File: src/rtl/dsed_pkg.sv
// shared types and codes for the dle stx/etx deframer
`default_nettype none

package dsed_pkg;

  // control characters of the stuffed stream
  localparam logic [7:0] CODE_STX = 8'h02;
  localparam logic [7:0] CODE_ETX = 8'h03;
  localparam logic [7:0] CODE_DLE = 8'h10;

  // field widths
  localparam int BYTE_W = 8;
  localparam int LEN_W  = 5;
  localparam int OUT_DATA_W = 16;

  // controller states
  typedef enum logic [1:0] {
    ST_RX  = 2'd0,
    ST_RD  = 2'd1,
    ST_OUT = 2'd2
  } state_t;

  // controller to datapath commands
  typedef struct packed {
    logic take;      // accept the byte on the input channel
    logic rd_issue;  // read the store at the current read index
    logic rd_next;   // advance the read index
  } dp_cmd_t;

  // datapath to controller status
  typedef struct packed {
    logic close;     // byte on input is dle etx closing an open frame
    logic last;      // current read index is the final byte of the frame, or the frame is empty
  } dp_stat_t;

endpackage

`default_nettype wire

File: src/rtl/dle_stx_etx_deframer.sv
// top level of the dle stx/etx deframer
//
//  channel | dir | payload
//  in_*    | in  | tdata[7:0] rx_byte
//  out_*   | out | tdata[7:0] frame_byte, tdata[12:8] frame_length; tlast is_last
//
// a received byte is taken while no frame is being read out
// a closed frame is read out byte by byte, each byte with a store read and then
// a result request; an empty frame gives one store read and one zero-byte result
// input is held off during readout; out_tready low holds the current result
// synchronous active-low reset clears flags, fill count, read index and controller state
`default_nettype none

module dle_stx_etx_deframer #(
  parameter int MAX_FRAME_BYTES = 16
) (
  input  wire logic        clk,
  input  wire logic        rst_n,
  input  wire logic        in_tvalid,
  output logic             in_tready,
  input  wire logic [7:0]  in_tdata,   // [7:0] rx_byte
  output logic             out_tvalid,
  input  wire logic        out_tready,
  output logic [15:0]      out_tdata,  // [7:0] frame_byte, [12:8] frame_length, rest 0
  output logic             out_tlast   // is_last
);
  import dsed_pkg::*;

  dp_cmd_t           cmd;
  dp_stat_t          stat;
  logic [BYTE_W-1:0] frame_byte;
  logic [LEN_W-1:0]  frame_length;

  dsed_ctrl u_ctrl (
    .clk        (clk),
    .rst_n      (rst_n),
    .in_tvalid  (in_tvalid),
    .in_tready  (in_tready),
    .out_tvalid (out_tvalid),
    .out_tready (out_tready),
    .cmd        (cmd),
    .stat       (stat)
  );

  dsed_dp #(
    .MAX_FRAME_BYTES (MAX_FRAME_BYTES)
  ) u_dp (
    .clk          (clk),
    .rst_n        (rst_n),
    .rx_byte      (in_tdata),
    .cmd          (cmd),
    .stat         (stat),
    .frame_byte   (frame_byte),
    .frame_length (frame_length)
  );

  // pack the result request
  assign out_tdata = {(OUT_DATA_W - BYTE_W - LEN_W)'(0), frame_length, frame_byte};
  assign out_tlast = stat.last;

endmodule

`default_nettype wire

File: src/rtl/dsed_dp.sv
// datapath: unstuffing flags, fill count, frame store and readout
`default_nettype none

module dsed_dp #(
  parameter int MAX_FRAME_BYTES = 16
) (
  input  wire logic                            clk,
  input  wire logic                            rst_n,
  input  wire logic [dsed_pkg::BYTE_W-1:0]     rx_byte,
  input  wire dsed_pkg::dp_cmd_t               cmd,
  output dsed_pkg::dp_stat_t                   stat,
  output logic [dsed_pkg::BYTE_W-1:0]          frame_byte,
  output logic [dsed_pkg::LEN_W-1:0]           frame_length
);
  import dsed_pkg::*;

  localparam int CW = $clog2(MAX_FRAME_BYTES + 1);
  localparam int AW = (MAX_FRAME_BYTES > 1) ? $clog2(MAX_FRAME_BYTES) : 1;
  localparam logic [CW-1:0] MAX_FILL = CW'(MAX_FRAME_BYTES);

  logic            in_frame_r, in_frame_nxt;
  logic            esc_r, esc_nxt;
  logic [CW-1:0]   fill_r, fill_nxt;
  logic [AW-1:0]   rd_idx_r;
  logic [BYTE_W-1:0] rdata_r;
  logic [BYTE_W-1:0] mem [MAX_FRAME_BYTES];
  logic            wr_en;
  logic            is_dle, is_stx, is_etx;

  assign is_dle = (rx_byte == CODE_DLE);
  assign is_stx = (rx_byte == CODE_STX);
  assign is_etx = (rx_byte == CODE_ETX);

  // byte decode and framing flags
  always_comb begin
    in_frame_nxt = in_frame_r;
    esc_nxt      = esc_r;
    fill_nxt     = fill_r;
    wr_en        = 1'b0;
    if (cmd.take) begin
      if (!esc_r && is_dle) begin
        esc_nxt = 1'b1;
      end else if (esc_r && is_stx) begin
        esc_nxt      = 1'b0;
        in_frame_nxt = 1'b1;
        fill_nxt     = '0;
      end else if (esc_r && !is_dle) begin
        // dle etx or a bad escape both end the frame
        esc_nxt      = 1'b0;
        in_frame_nxt = 1'b0;
      end else begin
        // plain byte or literal dle
        esc_nxt = 1'b0;
        if (in_frame_r) begin
          if (fill_r < MAX_FILL) begin
            wr_en    = 1'b1;
            fill_nxt = fill_r + 1'b1;
          end else begin
            in_frame_nxt = 1'b0;
          end
        end
      end
    end
  end

  assign stat.close = esc_r && is_etx && in_frame_r;
  assign stat.last  = (fill_r == '0) || ((CW'(rd_idx_r) + 1'b1) == fill_r);

  // control registers
  always_ff @(posedge clk) begin
    if (!rst_n) begin
      in_frame_r <= 1'b0;
      esc_r      <= 1'b0;
      fill_r     <= '0;
      rd_idx_r   <= '0;
    end else begin
      in_frame_r <= in_frame_nxt;
      esc_r      <= esc_nxt;
      fill_r     <= fill_nxt;
      if (cmd.take && stat.close) begin
        rd_idx_r <= '0;
      end else if (cmd.rd_next) begin
        rd_idx_r <= rd_idx_r + 1'b1;
      end
    end
  end

  // frame store, one write and one registered read port
  always_ff @(posedge clk) begin
    if (wr_en) begin
      mem[fill_r[AW-1:0]] <= rx_byte;
    end
    if (cmd.rd_issue) begin
      rdata_r <= mem[rd_idx_r];
    end
  end

  // empty frame reads as a zero byte
  assign frame_byte   = (fill_r == '0) ? '0 : rdata_r;
  assign frame_length = LEN_W'(fill_r);

endmodule

`default_nettype wire

File: src/rtl/dsed_ctrl.sv
// controller: receive, store read and result handshake sequencing
`default_nettype none

module dsed_ctrl (
  input  wire logic               clk,
  input  wire logic               rst_n,
  input  wire logic               in_tvalid,
  output logic                    in_tready,
  output logic                    out_tvalid,
  input  wire logic               out_tready,
  output dsed_pkg::dp_cmd_t       cmd,
  input  wire dsed_pkg::dp_stat_t stat
);
  import dsed_pkg::*;

  state_t state_r, state_nxt;

  // next state
  always_comb begin
    state_nxt = state_r;
    case (state_r)
      ST_RX: begin
        if (in_tvalid && stat.close) state_nxt = ST_RD;
      end
      ST_RD: begin
        state_nxt = ST_OUT;
      end
      ST_OUT: begin
        if (out_tready) state_nxt = stat.last ? ST_RX : ST_RD;
      end
      default: begin
        state_nxt = ST_RX;
      end
    endcase
  end

  // outputs
  always_comb begin
    in_tready    = 1'b0;
    out_tvalid   = 1'b0;
    cmd.take     = 1'b0;
    cmd.rd_issue = 1'b0;
    cmd.rd_next  = 1'b0;
    case (state_r)
      ST_RX: begin
        in_tready = 1'b1;
        cmd.take  = in_tvalid;
      end
      ST_RD: begin
        cmd.rd_issue = 1'b1;
      end
      ST_OUT: begin
        out_tvalid  = 1'b1;
        cmd.rd_next = out_tready && !stat.last;
      end
      default: begin
        in_tready = 1'b0;
      end
    endcase
  end

  always_ff @(posedge clk) begin
    if (!rst_n) begin
      state_r <= ST_RX;
    end else begin
      state_r <= state_nxt;
    end
  end

endmodule

`default_nettype wire
File: config.mk
export PLATFORM = sky130hd
export DESIGN_NAME = dle_stx_etx_deframer
export DESIGN_NICKNAME = d
export VERILOG_FILES = /design/src/rtl/dsed_pkg.sv /design/src/rtl/dle_stx_etx_deframer.sv /design/src/rtl/dsed_dp.sv /design/src/rtl/dsed_ctrl.sv
export SDC_FILE = /design/constraint.sdc
export NUM_CORES = 1
export LEC_CHECK = 0
export ABC_AREA = 1
export BUFFER_PORTS_ARGS = -buffer_cell sky130_fd_sc_hd__buf_2
export CORE_ASPECT_RATIO = 0.5
export CORE_MARGIN = 2
export CORE_UTILIZATION = 40
export CTS_BUF_LIST = sky130_fd_sc_hd__clkbuf_4 sky130_fd_sc_hd__clkbuf_8 sky130_fd_sc_hd__clkbuf_16
export CTS_CLUSTER_SIZE = 20
export DETAILED_ROUTE_END_ITERATION = 7
export GPL_ROUTABILITY_DRIVEN = 1
export SYNTH_ARGS = -nofsm -noshare
export SYNTH_HDL_FRONTEND = slang
export SYNTH_HIERARCHICAL = 1
export SYNTH_SLANG_ARGS = --single-unit
File: constraint.sdc
create_clock -name clk -period 4.3 [get_ports clk]
set_clock_uncertainty 0.2 [all_clocks]
set_input_delay 0.645 -clock clk [delete_from_list [all_inputs] [get_ports clk]]
set_output_delay 0.645 -clock clk [all_outputs]
set_load 0.01 [all_outputs]
==> flow_summary.ini <==
[timing]
slew_violations = 0
finalCritPeriodShare = 0.736
final-hold-violation-count = 0
holdWs_ns = 0.302
finalCriticalPeriod_ns = 3.16
setup_viol_count_final = 0
worst_slack_ns = 1.14
max_slew_margin = 0.456
clock.fmax_ghz = 0.316
worstMarginPinSlew_ns = 0.813
fin_tns_setup_ns = 0
rsz0062_at_grt = no

[floorplanning]
chipWidth_um = 182
initial_core_util = 0.410
die_h_um = 93.0
io-pin-count = 31
core_area_um2 = 15500
dieArea_um2 = 16900
num_rows = 32

[route]
num_vias = 4167
viasPerCell = 5.19
wl_um = 14300
drtAntennaViolNets = 0
drc_errors = 0
dr.pass1.iters = 4
routedWlPerCell_um = 17.8
drt_iter0_drc = 372

[placed_design]
pre_cts_ws_ns = 1.10
io_buffer_count = 27
gp_congestion = 0.857
placed_cells = 772
placed_cell_area_um2 = 6620
dp_hpwl_um = 9120

[setup_path]
r2r-start = u_ctrl/state_r[1]
cp_num_buf_inv = 2
worstPathMaxFanout = 65
critPathMaxStageDelay_ns = 0.51
cp_common_cell = xor2_1
path_delay_family = buffers and inverters
r2r_slack_ns = 1.41
rr_worst_depth = 5
arrival_ns = 2.32
worst_path_max_delay_cell = buf_4
end_kind = output pin
r2r_end = u_dp/mem[5][7]
startpoint_type = flop
path_class = flop to output pin
path_cells = buf_4 > nand3_1 > xor2_1 > xor2_1 > o21ai_1 > buf_2
cp.required_ns = 3.45

[clocking]
postCtsSetupRepairBufs = 0
htreeDepth = 4
cts-buffers-inserted = 17
cts_buffer_depth = 2
clockRootBuffer = clkbuf_16
clk_pin_slew_ns = 0.06
clock_sinks = 149
tritoncts = yes
cts_hold_buf = 0
clk_latency_ns = 0.41
cts_resized = 0

[power]
swShare = 0.182
seqPwrFrac = 0.505
p_int_mw = 2.56
finalPower_mw = 3.13
combPwrFrac = 0.013
peakVddDrop_uv = 247
p_clk_frac = 0.482
power.switching_mw = 0.570
powerDensity_nw_per_um2 = 433
leakage_nw = 2.45

[synthesis]
synth_seq_area_share = 0.686
synth_cells = 560
yosys_register_bits = 149
yosys_warnings = 6
synth_top_area_share = 0.645
syn_area_um2 = 6330
yosysTopAreaCell = edfxtp_1
synthTopCellsByArea = edfxtp_1 (64%), nor2_1 (7.4%), o21ai_0 (5.2%)
synth.distinct_cells = 30
avgSynthCellArea_um2 = 11.3

[finish]
final_nets = 604
fin_util = 0.467
fin_cells = 803
drive_gt1_frac = 0.132
final_area_um2 = 7220
area_growth_pct = 14.0
n_antenna_cell = 0
fillers = 1408

[worst_hold_path]
hp-start = u_dp/in_frame_r
min_to = u_dp/in_frame_r
whs_path_depth = 2
hp-class = flop to flop

[global_routing]
grt_overflow = 0
grt_start_max_net_pins = 67
grt_usage = 0.181
grt_pass1_vias = 4037
grt_pass1_wl_um = 22300
antenna_found_initial = 0

[status]
status = finished, final reports clean

[job]
max-cap-violations = 0
worst min-delay path: stages, from the launching register on:
cell	delay, ns
dfxtp_1	0.31
inv_1	0.06
o22ai_1	0.08
flip-flops by register name, indices dropped and copies added (netlist names):
signal             flops
u_dp/mem             128
u_dp/rdata_r           8
u_dp/frame_length      5
u_dp/rd_idx_r          4
u_ctrl/state_r         2
u_dp/esc_r             1
u_dp/in_frame_r        1
final cells by class:
cell class / instances / area (µm²) / share of cell area
Clock buffer: 19 / 440 / 0.0610
Multi-Input combinational cell: 346 / 1670 / 0.231
Clock inverter: 12 / 161 / 0.0224
Sequential cell: 149 / 4350 / 0.602
Timing Repair Buffer: 36 / 203 / 0.0281
Inverter: 37 / 141 / 0.0196
Tap cell: 204 / 255 / 0.0354
cells in the mapped netlist, drive strengths merged:
library cell  count
or2               5
clkbuf           11
nor3              6
nand2            55
o211ai           32
o21a              1
nand4             2
nand3            12
o22ai             1
xor2              3
nor3b             2
inv              37
nor2            131
conb              1
a21oi             9
a22oi             1
dfxtp            13
edfxtp          136
o21ai            77
ha                5
buf              19
xnor2             1
worst max-delay path by stage:
stage	start	to	slack [ns]	cells past startpoint
floorplan	in_tvalid	u_dp/mem[7][0]	1.62	5
global placement	in_tdata[6]	u_dp/mem[9][5]	1.17	9
detailed placement	in_tdata[6]	u_dp/mem[5][6]	1.10	9
CTS	u_dp/rd_idx_r[0]	out_tlast	1.11	6
global route	u_dp/rd_idx_r[0]	out_tlast	0.89	6
finish	u_dp/rd_idx_r[0]	out_tlast	1.14	6
cells in the final DEF, fill, tap and decap left out, types with 3 or more instances in the layout:
cell | Yosys | final
nor3_1 | 6 | 6
a21oi_1 | 9 | 9
dfxtp_1 | 13 | 11
or2_2 | 4 | 4
nand3_1 | 12 | 12
clkinv_2 | 0 | 3
xor2_1 | 3 | 3
edfxtp_1 | 136 | 136
ha_1 | 5 | 5
clkbuf_16 | 0 | 17
nand2_1 | 55 | 55
buf_4 | 6 | 9
o211ai_1 | 32 | 32
inv_1 | 36 | 36
conb_1 | 1 | 3
nor2_2 | 7 | 7
bufinv_16 | 0 | 4
o21ai_0 | 66 | 66
nor2_1 | 124 | 124
buf_2 | 6 | 27
clkinv_1 | 0 | 3
o21ai_1 | 11 | 11
power groups by stage:
stage	registers, mW	clock network, mW	logic, mW
CTS	1.58	1.53	0.0404
detailed placement	1.61	0	0.0402
global placement	1.61	0	0.0396
global route	1.58	1.59	0.0445
finish	1.58	1.51	0.0397
floorplan	1.61	0	0.0110
cells by family (layout without fill, tap and decap cells):
family                     Yosys count  in the layout  synth area share
other                                1              3          0.000592
buffers and inverters               67            104            0.0514
adders and majority gates            5              5           0.00988
xor gates and xnor gates             4              4           0.00553
AOI/OAI and AO/OA                  121            121             0.110
DFF                                149            149             0.686
and+or+nand+nor                    213            213             0.137
metal layers:
layer	vias to the layer above	track usage	wire length, µm
met2	131	0.272	6370
met4	0	0.0612	240
li1	2000	-	-
met5	-	0	0
met1	2019	0.249	6610
met3	17	0.0600	1110
Power figures use the tool's default switching activity.
